<file path="config.mk">
export PLATFORM = sky130hd
export DESIGN_NAME = dot_stuffed_message_framer_top_flat
export DESIGN_NICKNAME = d
export VERILOG_FILES = /design/src/hw/rtl/dsmf_pkg.sv /design/src/hw/rtl/dsmf_if.sv /design/src/hw/rtl/dsmf_front.sv /design/src/hw/rtl/dsmf_queue.sv /design/src/hw/rtl/dsmf_back.sv /design/src/hw/rtl/dot_stuffed_message_framer_top.sv /design/src/flat_wrapper.sv
export SDC_FILE = /design/constraint.sdc
export NUM_CORES = 1
export LEC_CHECK = 0
export ABC_AREA = 1
export BUFFER_PORTS_ARGS = -buffer_cell sky130_fd_sc_hd__buf_4
export CAP_MARGIN = 0
export CORE_ASPECT_RATIO = 1.25
export CORE_MARGIN = 5
export CORE_UTILIZATION = 60
export DETAILED_ROUTE_END_ITERATION = 10
export GPL_TIMING_DRIVEN = 0
export PLACE_DENSITY = 0.8
export SYNTH_ARGS = -nofsm -noshare
export SYNTH_HDL_FRONTEND = slang
export SYNTH_SLANG_ARGS = --single-unit
</file>
<file path="constraint.sdc">
create_clock -name clk -period 3.65 [get_ports clk]
set_clock_uncertainty 0.15 [all_clocks]
set_input_delay 0.73 -clock clk [delete_from_list [all_inputs] [get_ports clk]]
set_output_delay 0.73 -clock clk [all_outputs]
set_load 0.01 [all_outputs]
</file>
<file path="src/hw/rtl/dsmf_pkg.sv">
// Shared types and constants for the dot-stuffed message framer.
`default_nettype none
package dsmf_pkg;
	localparam int LineCountBits = 21;
	localparam int LimitBits = 21;
	localparam int CmpBits = (LineCountBits > LimitBits) ? LineCountBits : LimitBits;
	localparam int QueueDepth = 4;
	localparam int QueueAddrBits = $clog2(QueueDepth);

	localparam logic [7:0] ChDot = 8'h2E;
	localparam logic [7:0] ChLf = 8'h0A;
	localparam logic [7:0] ChCr = 8'h0D;

	// one queued step: which output segments to send, in fixed order
	typedef struct packed {
		logic held_cr;
		logic stuff_dot;
		logic send_char;
		logic crlf;
		logic close;
		logic [7:0] data;
	} plan_t;
endpackage
`default_nettype wire

</file>
<file path="src/hw/rtl/dsmf_if.sv">
// Channel interfaces for the dot-stuffed message framer.
`default_nettype none
interface dsmf_msg_if;
	logic valid;
	logic ready;
	logic [7:0] data_byte;
	logic has_byte;
	logic end_of_message;
	modport source (output valid, data_byte, has_byte, end_of_message, input ready);
	modport sink (input valid, data_byte, has_byte, end_of_message, output ready);
endinterface

interface dsmf_frm_if;
	logic valid;
	logic ready;
	logic [7:0] out_byte;
	logic last_of_message;
	modport source (output valid, out_byte, last_of_message, input ready);
	modport sink (input valid, out_byte, last_of_message, output ready);
endinterface

interface dsmf_cfg_if;
	logic valid;
	logic ready;
	logic signed [dsmf_pkg::LimitBits-1:0] body_line_limit;
	modport source (output valid, body_line_limit, input ready);
	modport sink (input valid, body_line_limit, output ready);
endinterface
`default_nettype wire

</file>
<file path="src/hw/rtl/dsmf_front.sv">
// Front end: accepts message words, tracks line state, builds output plans.
`default_nettype none
module dsmf_front (
	input  wire logic clk,
	input  wire logic arst_n,
	dsmf_msg_if.sink msg,
	dsmf_cfg_if.sink cfg,
	input  wire logic q_full,
	output logic q_push,
	output dsmf_pkg::plan_t q_entry
);
	logic signed [dsmf_pkg::LimitBits-1:0] limit_q;
	logic in_body_q;
	logic [dsmf_pkg::LineCountBits-1:0] count_q;
	logic lhc_q;
	logic crp_q;
	logic sup_q;

	logic accept;
	logic hit_limit;
	logic sup_now;
	logic act;
	logic is_lf;
	logic is_cr;
	logic lhc_n;
	logic crp_n;
	logic in_body_n;
	logic [dsmf_pkg::LineCountBits-1:0] count_n;
	dsmf_pkg::plan_t plan;

	assign cfg.ready = 1'b1;
	assign msg.ready = !q_full;
	assign accept = msg.valid && msg.ready;

	assign hit_limit = !limit_q[dsmf_pkg::LimitBits-1] &&
		(dsmf_pkg::CmpBits'(count_q) >=
		 dsmf_pkg::CmpBits'(limit_q[dsmf_pkg::LimitBits-2:0]));
	assign sup_now = sup_q || (msg.has_byte && !lhc_q && !crp_q && in_body_q && hit_limit);
	assign act = msg.has_byte && !sup_now;
	assign is_lf = msg.data_byte == dsmf_pkg::ChLf;
	assign is_cr = msg.data_byte == dsmf_pkg::ChCr;

	always_comb begin
		lhc_n = lhc_q;
		crp_n = crp_q;
		in_body_n = in_body_q;
		count_n = count_q;
		if (act) begin
			if (is_lf) begin
				if (in_body_q) begin
					if (count_q != '1) begin
						count_n = count_q + 1'b1;
					end
				end else if (!lhc_q) begin
					in_body_n = 1'b1;
				end
				lhc_n = 1'b0;
				crp_n = 1'b0;
			end else if (is_cr) begin
				lhc_n = lhc_q || crp_q;
				crp_n = 1'b1;
			end else begin
				lhc_n = 1'b1;
				crp_n = 1'b0;
			end
		end
	end

	always_comb begin
		plan.held_cr = act && !is_lf && crp_q;
		plan.send_char = act && !is_lf && !is_cr;
		plan.stuff_dot = plan.send_char && !lhc_q && !crp_q &&
			(msg.data_byte == dsmf_pkg::ChDot);
		plan.crlf = (act && is_lf) ||
			(msg.end_of_message && !sup_now && (lhc_n || crp_n));
		plan.close = msg.end_of_message;
		plan.data = msg.data_byte;
	end

	assign q_entry = plan;
	assign q_push = accept && (plan.held_cr || plan.send_char || plan.crlf || plan.close);

	always_ff @(posedge clk or negedge arst_n) begin
		if (!arst_n) begin
			limit_q <= '1;
			in_body_q <= 1'b0;
			count_q <= '0;
			lhc_q <= 1'b0;
			crp_q <= 1'b0;
			sup_q <= 1'b0;
		end else begin
			if (cfg.valid) begin
				limit_q <= cfg.body_line_limit;
			end
			if (accept) begin
				if (msg.end_of_message) begin
					in_body_q <= 1'b0;
					count_q <= '0;
					lhc_q <= 1'b0;
					crp_q <= 1'b0;
					sup_q <= 1'b0;
				end else begin
					in_body_q <= in_body_n;
					count_q <= count_n;
					lhc_q <= lhc_n;
					crp_q <= crp_n;
					sup_q <= sup_now;
				end
			end
		end
	end
endmodule
`default_nettype wire

</file>
<file path="src/hw/rtl/dsmf_queue.sv">
// Plan queue between front and back ends.
`default_nettype none
module dsmf_queue (
	input  wire logic clk,
	input  wire logic arst_n,
	input  wire logic push,
	input  wire dsmf_pkg::plan_t push_entry,
	output logic full,
	input  wire logic pop,
	output dsmf_pkg::plan_t pop_entry,
	output logic empty
);
	dsmf_pkg::plan_t mem [dsmf_pkg::QueueDepth];
	logic [dsmf_pkg::QueueAddrBits-1:0] wr_q;
	logic [dsmf_pkg::QueueAddrBits-1:0] rd_q;
	logic [dsmf_pkg::QueueAddrBits:0] cnt_q;
	logic do_push;
	logic do_pop;

	assign full = cnt_q == (dsmf_pkg::QueueAddrBits+1)'(dsmf_pkg::QueueDepth);
	assign empty = cnt_q == '0;
	assign do_push = push && !full;
	assign do_pop = pop && !empty;
	assign pop_entry = mem[rd_q];

	always_ff @(posedge clk) begin
		if (do_push) begin
			mem[wr_q] <= push_entry;
		end
	end

	always_ff @(posedge clk or negedge arst_n) begin
		if (!arst_n) begin
			wr_q <= '0;
			rd_q <= '0;
			cnt_q <= '0;
		end else begin
			if (do_push) begin
				wr_q <= wr_q + 1'b1;
			end
			if (do_pop) begin
				rd_q <= rd_q + 1'b1;
			end
			if (do_push && !do_pop) begin
				cnt_q <= cnt_q + 1'b1;
			end else if (do_pop && !do_push) begin
				cnt_q <= cnt_q - 1'b1;
			end
		end
	end
endmodule
`default_nettype wire

</file>
<file path="src/hw/rtl/dsmf_back.sv">
// Back end: expands one plan into output words, one per cycle while frm.ready is high.
`default_nettype none
module dsmf_back (
	input  wire logic clk,
	input  wire logic arst_n,
	input  wire logic q_empty,
	input  wire dsmf_pkg::plan_t q_entry,
	output logic q_pop,
	dsmf_frm_if.source frm
);
	// slots: 0 CR, 1 dot, 2 char, 3 CR, 4 LF, 5 dot, 6 CR, 7 LF (last)
	logic [7:0] slot_q;
	logic [7:0] data_q;
	logic [7:0] first;
	logic [7:0] rest;
	logic [7:0] load_slots;
	logic take;
	logic load;

	assign first = slot_q & (~slot_q + 8'd1);
	assign rest = slot_q & ~first;
	assign take = frm.valid && frm.ready;
	assign load = !q_empty && ((slot_q == '0) || (take && rest == '0));
	assign q_pop = load;
	assign load_slots = {q_entry.close, q_entry.close, q_entry.close,
		q_entry.crlf, q_entry.crlf, q_entry.send_char, q_entry.stuff_dot, q_entry.held_cr};

	assign frm.valid = slot_q != '0;
	assign frm.last_of_message = first[7];

	always_comb begin
		if (first[0] || first[3] || first[6]) begin
			frm.out_byte = dsmf_pkg::ChCr;
		end else if (first[1] || first[5]) begin
			frm.out_byte = dsmf_pkg::ChDot;
		end else if (first[2]) begin
			frm.out_byte = data_q;
		end else begin
			frm.out_byte = dsmf_pkg::ChLf;
		end
	end

	always_ff @(posedge clk) begin
		if (load) begin
			data_q <= q_entry.data;
		end
	end

	always_ff @(posedge clk or negedge arst_n) begin
		if (!arst_n) begin
			slot_q <= '0;
		end else if (load) begin
			slot_q <= load_slots;
		end else if (take) begin
			slot_q <= rest;
		end
	end
endmodule
`default_nettype wire

</file>
<file path="src/hw/rtl/dot_stuffed_message_framer_top.sv">
// Dot-stuffed message framer: front end, plan queue and back end.
// An accepted word's plan is registered in the plan queue, then in the back end's slot register.
// Throughput: one input word per cycle while the queue has room, one output word
// per cycle while frm is ready, up to seven per input; the queue absorbs bursts.
// Reset: arst_n clears line state and the queue; the line limit returns to -1.
`default_nettype none
module dot_stuffed_message_framer_top (
	input  wire logic clk,
	input  wire logic arst_n,
	dsmf_msg_if.sink msg,
	dsmf_cfg_if.sink cfg,
	dsmf_frm_if.source frm
);
	logic q_full;
	logic q_push;
	logic q_pop;
	logic q_empty;
	dsmf_pkg::plan_t push_entry;
	dsmf_pkg::plan_t pop_entry;

	dsmf_front u_front (
		.clk(clk),
		.arst_n(arst_n),
		.msg(msg),
		.cfg(cfg),
		.q_full(q_full),
		.q_push(q_push),
		.q_entry(push_entry)
	);

	dsmf_queue u_queue (
		.clk(clk),
		.arst_n(arst_n),
		.push(q_push),
		.push_entry(push_entry),
		.full(q_full),
		.pop(q_pop),
		.pop_entry(pop_entry),
		.empty(q_empty)
	);

	dsmf_back u_back (
		.clk(clk),
		.arst_n(arst_n),
		.q_empty(q_empty),
		.q_entry(pop_entry),
		.q_pop(q_pop),
		.frm(frm)
	);
endmodule
`default_nettype wire
</file>
<file path="src/flat_wrapper.sv">
// flat-port wrapper written by rule: the top's interface ports become plain ports
module dot_stuffed_message_framer_top_flat 
  (clk, arst_n, msg_valid, msg_data_byte, msg_has_byte, msg_end_of_message, msg_ready, cfg_valid, cfg_body_line_limit, cfg_ready, frm_valid, frm_out_byte, frm_last_of_message, frm_ready);
  dsmf_msg_if msg_i ();
  dsmf_cfg_if cfg_i ();
  dsmf_frm_if frm_i ();
  input  wire logic clk;
  input  wire logic arst_n;
  input wire logic [$bits(msg_i.valid)-1:0] msg_valid;
  input wire logic [$bits(msg_i.data_byte)-1:0] msg_data_byte;
  input wire logic [$bits(msg_i.has_byte)-1:0] msg_has_byte;
  input wire logic [$bits(msg_i.end_of_message)-1:0] msg_end_of_message;
  output wire logic [$bits(msg_i.ready)-1:0] msg_ready;
  input wire logic [$bits(cfg_i.valid)-1:0] cfg_valid;
  input wire logic [$bits(cfg_i.body_line_limit)-1:0] cfg_body_line_limit;
  output wire logic [$bits(cfg_i.ready)-1:0] cfg_ready;
  output wire logic [$bits(frm_i.valid)-1:0] frm_valid;
  output wire logic [$bits(frm_i.out_byte)-1:0] frm_out_byte;
  output wire logic [$bits(frm_i.last_of_message)-1:0] frm_last_of_message;
  input wire logic [$bits(frm_i.ready)-1:0] frm_ready;
  assign msg_i.valid = msg_valid;
  assign msg_i.data_byte = msg_data_byte;
  assign msg_i.has_byte = msg_has_byte;
  assign msg_i.end_of_message = msg_end_of_message;
  assign msg_ready = msg_i.ready;
  assign cfg_i.valid = cfg_valid;
  assign cfg_i.body_line_limit = cfg_body_line_limit;
  assign cfg_ready = cfg_i.ready;
  assign frm_valid = frm_i.valid;
  assign frm_out_byte = frm_i.out_byte;
  assign frm_last_of_message = frm_i.last_of_message;
  assign frm_i.ready = frm_ready;
  dot_stuffed_message_framer_top u_core (.clk(clk), .arst_n(arst_n), .msg(msg_i), .cfg(cfg_i), .frm(frm_i));
endmodule
</file>
[Word level (Yosys, flattened, before mapping)]
Memory sizes are Yosys's and may differ from the RTL's.
Index checks and enable logic that the tools add are counted.
Cells by class
  $add $sub $neg: 6
  multipliers: 0
  div/mod/pow operators: 0
  magnitude comparators: 1
  eq/ne operators: 5
  shifts and indexed selects: 0
  mux-type cells: 28
  bitwise gates (word level): 4
  reductions and logical operators: 57
Operators with widths (number)
  21-bit two-way mux: 5
  8-bit two-way mux: 5
  1-bit logical AND: 24
  21-bit by 1-bit adder with 21-bit output (second input constant): 1
  21-bit by 20-bit greater-or-equal comparator with 1-bit output: 1
  21-bit inequality test (second input constant): 1
  8-bit bitwise AND: 2
  8-bit by 4-bit == test with 1-bit output (second input constant): 2
  8-bit zero test: 2
  1-bit two-way mux: 16
  8-bit NOT: 2
  2-bit nonzero test: 6
  1-bit logical OR: 11
  1-bit zero test: 10
  8-bit by 1-bit adder with 8-bit output (second input constant): 1
  8-bit by 6-bit == test with 1-bit output (second input constant): 1
  8-bit nonzero test: 1
  3-bit two-way mux: 2
  5-bit AND reduction: 1
  2-bit by 1-bit adder with 2-bit output (second input constant): 2
  3-bit by 1-bit adder with 3-bit output (second input constant): 1
  3-bit == test (second input constant): 1
  3-bit zero test: 1
  3-bit AND reduction: 1
  3-bit by 1-bit subtractor with 3-bit output (second input constant): 1
Word-level totals
  register bits after elaboration: 69
  bits in latches: 0
  bits in writable memories: 52
  ROM bits: 0
  input bits: 36
  output and inout port bits: 12
  logic and storage cells: 113
  memories: 1
Memory list
  u_core.u_queue.mem: words 4, bits a word 13, read ports 1, clocked after memory_dff 0, write ports 1, line dsmf_queue.sv:13  | dsmf_pkg::plan_t mem [dsmf_pkg::QueueDepth];

[Depth between registers and ports, before layout]
  word-level depth: 20
  depth in mapped cells: 25
  depth with buffers taken out: 25

[Hierarchy]
Synthesis repeated with hierarchy kept, for this count alone.
Second synthesis, totals
  cells, all modules: 774
  area total of the unflattened synthesis: 6706.4 µm²
Modules (own cells, without submodules)
  dsmf_front: instances 1, cells an instance 450, area each 3225.6 µm², seq. area each 1177.4 µm²
  dsmf_queue: instances 1, cells an instance 212, area each 2544.9 µm², seq. area each 1736.7 µm²
  dsmf_back: instances 1, cells an instance 112, area each 935.9 µm², seq. area each 440.4 µm²

[Least setup slack after synthesis]
No wires, ideal clock.
  path kind: flip-flop to flip-flop
  from: register u_core.u_front.limit_q[12] (netlist name)
  to: register u_core.u_queue.cnt_q[1] (netlist name)
  library setup time: 125 ps
  data arrival time: 2921 ps
  required time: 3375 ps
  slack: 454 ps
  stages on the path, launching flop included: 22
  buffers on the path: 0
  clock period less this slack: 3196 ps
  cells stage by stage: dfstp_2 -> inv_1 -> ha_1 -> nand2_1 -> nor2_1 -> nand2_1 -> nor2_1 -> nand2_1 -> nand4_1 -> nand2_2 -> nand3_1 -> nand2_1 -> nand2_1 -> nand2_1 -> nand2_1 -> nand3_1 -> nand2_1 -> inv_1 -> ha_1 -> inv_1 -> fa_1 -> mux2_2
On the way
  word-level cells in the longest chain between the ends: 17
  elaborated cells between the ends (all ways): 26
  classes of those cells: order compare: 1; mux: 3; reduce/logical: 22
Ends and longest elaborated chain
  from (decl): line dsmf_front.sv:12  | logic signed [dsmf_pkg::LimitBits-1:0] limit_q;
  from (signal assigned): line dsmf_front.sv:93  | limit_q <= cfg.body_line_limit;
  21-bit by 20-bit greater-or-equal comparator with 1-bit output *: line dsmf_front.sv:36  | (dsmf_pkg::CmpBits'(count_q) >=
  1-bit logical AND *: line dsmf_front.sv:35  | assign hit_limit = !limit_q[dsmf_pkg::LimitBits-1] &&
  1-bit logical AND *: line dsmf_front.sv:38  | assign sup_now = sup_q || (msg.has_byte && !lhc_q && !crp_q && in_body_q && hit_limit);
  1-bit logical OR *: line dsmf_front.sv:38
  1-bit zero test *: line dsmf_front.sv:39, dsmf_front.sv:75
  1-bit logical AND: line dsmf_front.sv:39  | assign act = msg.has_byte && !sup_now;
  1-bit two-way mux: line dsmf_front.sv:48  | if (act) begin
  1-bit logical OR: line dsmf_front.sv:75  | (msg.end_of_message && !sup_now && (lhc_n || crp_n));
  1-bit logical AND: line dsmf_front.sv:75
  1-bit logical OR: line dsmf_front.sv:74  | plan.crlf = (act && is_lf) ||
  1-bit logical OR * (2 in a row): line dsmf_front.sv:81  | assign q_push = accept && (plan.held_cr || plan.send_char || plan.crlf || plan.close);
  1-bit logical AND *: line dsmf_front.sv:81
  1-bit logical AND *: line dsmf_queue.sv:22  | assign do_push = push && !full;
  via u_core.u_queue.do_push: line dsmf_queue.sv:17  | logic do_push;
  1-bit zero test: line dsmf_queue.sv:46  | end else if (do_pop && !do_push) begin
  1-bit logical AND: line dsmf_queue.sv:46
  2-bit nonzero test (no line)
  to (signal assigned): line dsmf_queue.sv:45  | cnt_q <= cnt_q + 1'b1;
  to (signal assigned): line dsmf_queue.sv:47  | cnt_q <= cnt_q - 1'b1;
  to (decl): line dsmf_queue.sv:16  | logic [dsmf_pkg::QueueAddrBits:0] cnt_q;
Mark *: on every way through the listed nets, which the timed path passes. The rest lies on a longest branch.
A chain may end at the register's enable or synchronous reset.

[Worst setup path in the final report]
  from: register u_core.u_front.limit_q[16] (netlist name)
  to: register u_core.u_queue.cnt_q[1] (netlist name)
Same word-level chain as after synthesis.

==> results.yml <==
drt:
  vias_per_cell: 5.66
  drtPass1Iterations: 5
  first_iter_violations: 258
  drt_wl_total_um: 15000
  route.detailed.drc: 0
  ant_nets: 0
  wire_per_inst_um: 16.9
  num_vias: 5036
synthesis:
  ys.flop_type: "edfxtp_1"
  yosys.area.top_type: "edfxtp_1"
  synth-edff-count: 60
  async_flop_share_pct: 50.4
  synthCells: 674
  synth-seq-cells: 121
  syn_area_per_cell_um2: 9.19
  syn_nets: 737
  synth.distinct_cells: 43
  synth_area_leaders: "edfxtp_1 (29%), dfrtp_1 (16%), dfstp_2 (8.9%)"
  yosysMostFrequentCell: "nand2_1"
  ys_seq_area_share_pct: 54.2
  yosysWarnings: 0
  synth_commonest_cells: "nand2_1 (142), nor2_1 (83), inv_1 (81), edfxtp_1 (60), o21ai_0 (54)"
  yosysTopAreaCellShare_pct: 29.1
  synth_area_um2: 6190
global_routing:
  overflow: 0
  busiest_layer: "met2"
  grt_antenna_before_repair: 0
  first_global_vias: 5182
  grt_max_degree: 62
  grt_pass1_wl_um: 23500
  grt_util_met2_pct: 47.8
  grtUsageMet1_pct: 24.5
  track_usage_pct: 24.6
  grt_util_met3_pct: 4.37
sta:
  max_freq_mhz: 284
  relSlewSlack_pct: 46.2
  min_period_ns: 3.52
  finalSetupViolations: 0
  finalSetupTns_ns: 0
  tightest_slew_ns: 0.808
  finalMaxSlewViolations: 0
  setup_slack_ns: 0.126
  hold_violations: 0
  fin_crit_sh_pct: 96.5
  rsz0062_at_grt: "yes"
critical_path:
  slowest_delay_ns: 0.52
  cp_cell_sequence: "inv_1 -> ha_4 -> nand2_1 -> inv_1 -> nand2_1 -> nand2_1 -> a21oi_2 -> nand4_1 -> nand2_2 -> buf_6 -> nand4_1 -> nand2_1 -> nand2_1 -> nand2_1 -> nand3_2 -> nand2_4 -> inv_1 -> ha_2 -> inv_2 -> fa_2 -> mux2_2"
  cp_max_fo: 5
  start_kind: "flop"
  path_delay_family: "simple AND/OR/NAND/NOR gates"
  crit_path_end_kind: "flop"
  critical_path_class: "reg -> reg"
  cpMostUsedCell: "nand2_1"
  slowest_stage: "dfstp_2"
  critPathArrivalTime_ns: 3.67
  required_ns: 3.80
  crit_buf_inv: 5
floorplanning:
  dieArea_um2: 12500
  rows: 41
  pin_count: 48
  core_area_um2: 10100
  die_h_um: 124
  die_width_um: 101
  start_util_pct: 61.3
pwr:
  p_leak_nw: 3.18
  vdd_drop_max_mv: 0.433
  p_per_area_nw_per_um2: 667
flow_run:
  drv_cap: 0
cts:
  clk_latency_ns: 0.42
  cts_made_buffers: 17
  cts_tree: "built"
  cts_root_buf: "clkbuf_16"
  clk_pin_slew_ns: 0.06
  hold_buffers: 0
  cts_sinks: 121
  cts.path.max_buffers: 2
  cts-htree-levels: 4
final_layout:
  num_antenna_cells: 0
  regArea_um2: 3350
  instances_no_fill: 890
  drive_gt1_share_pct: 23.0
  final_nets: 811
  fillers: 695
  multi_input_area_um2: 2640
  synthToLayoutAreaGrowth_pct: 22.5
placement:
  pre_cts_slack_ns: -0.206
  port-buffer-count: 46
  dp_hpwl_um: 10300
  placedCellCount: 849
  gp_congestion: 0.952
min_path:
  hp-class: "in -> async"
outcome:
  status: "finished, final reports clean"
metal layers:
| metal | part of all wire, % | wire, um | up-vias |
|---|---|---|---|
| li1 | - | - | 2397 |
| met1 | 36 | 5330 | 2409 |
| met2 | 57 | 8540 | 185 |
| met3 | 4.5 | 673 | 45 |
| met4 | 3.0 | 455 | 0 |
| met5 | 0 | 0 | - |
power by group:
part	internal [W]	switching, W
registers	0.00176	0.000148
clock network	0.00108	0.000599
logic	0.000537	0.000936
total	0.00338	0.00168
cells by family after synthesis:
kind of cell,after synthesis,share of synthesized area (%)
buffers and inverters,105,6.71
other,1,0.0605
AO/OA/AOI/OAI,105,9.88
adder cells (fa/ha/maj),27,5.57
multiplexers,2,0.364
flip-flops,121,54.2
AND/OR/NAND/NOR,298,21.1
XOR/XNOR,15,2.12
worst paths after layout:
path	startpoint	end	slack (ns)	cells past startpoint
hold / removal	arst_n	u_core.u_front.count_q[12]	0.26	1
max in group asynchronous	arst_n	u_core.u_queue.rd_q[0]	2.56	1
hold reg to reg	u_core.u_front.limit_q[9]	u_core.u_front.limit_q[9]	0.35	2
setup / recovery	u_core.u_front.limit_q[16]	u_core.u_queue.cnt_q[1]	0.13	21
min in group clk	u_core.u_front.limit_q[9]	u_core.u_front.limit_q[9]	0.35	2
setup reg to reg	u_core.u_front.limit_q[16]	u_core.u_queue.cnt_q[1]	0.13	21
state kept, by name, indices dropped and copies added, names as in the netlist:
| register | count |
|---|---|
| u_core.u_queue.rd_q | 2 |
| u_core.u_front.count_q | 21 |
| u_core.u_back.slot_q | 8 |
| u_core.u_queue.wr_q | 2 |
| u_core.u_front.lhc_q | 1 |
| u_core.u_front.in_body_q | 1 |
| u_core.u_back.data_q | 8 |
| u_core.u_queue.cnt_q | 3 |
| u_core.u_front.limit_q | 21 |
| u_core.u_front.sup_q | 1 |
| u_core.u_front.crp_q | 1 |
| u_core.u_queue.mem | 52 |
per-stage QoR:
step           util (%)  total power (W)  cell area (um2)  hold WS (ns)
2_1_floorplan         -          0.00281             6190         0.284
4_1_cts            72.5          0.00499             7320         0.293
5_1_grt            75.1          0.00533             7590         0.322
3_5_place_dp       66.3          0.00329             6700         0.338
3_3_place_gp       66.3          0.00319             6700         0.330
6_report           75.1          0.00506             7590         0.259
final cells by class:
type / count / share of cell area, %
sequential: 121 / 44.2
clock inverter: 13 / 2.01
timing repair buffer: 55 / 5.49
inverter: 89 / 4.42
clock buffer: 19 / 5.84
buffer: 16 / 1.06
tap: 129 / 2.13
multi-input combinational: 448 / 34.8
timing repair:
action,in CTS,in global routing
resized for setup,5,33
endpoints found under the setup margin,54,54
buffers inserted,2,7
pin swaps,1,9
hold endpoints to repair,0,0
placed cells by master, fill, tap and decap left out, types with 6 or more instances in the layout:
cell type  instances
a21oi_1            9
clkbuf_16         17
o22ai_1           14
o21ai_0           53
nor2_2             6
nand3_1           20
xor2_1            11
edfxtp_1          60
clkbuf_1          12
ha_4              12
inv_1             77
nand2_2           11
nand4_1           12
inv_2             10
buf_4             55
dfrtp_1           40
nor2_1            78
ha_1              13
nand2_1          138
nor3_1            14
dfstp_2           21
o31ai_1           10
Power figures use the tool's default switching activity.
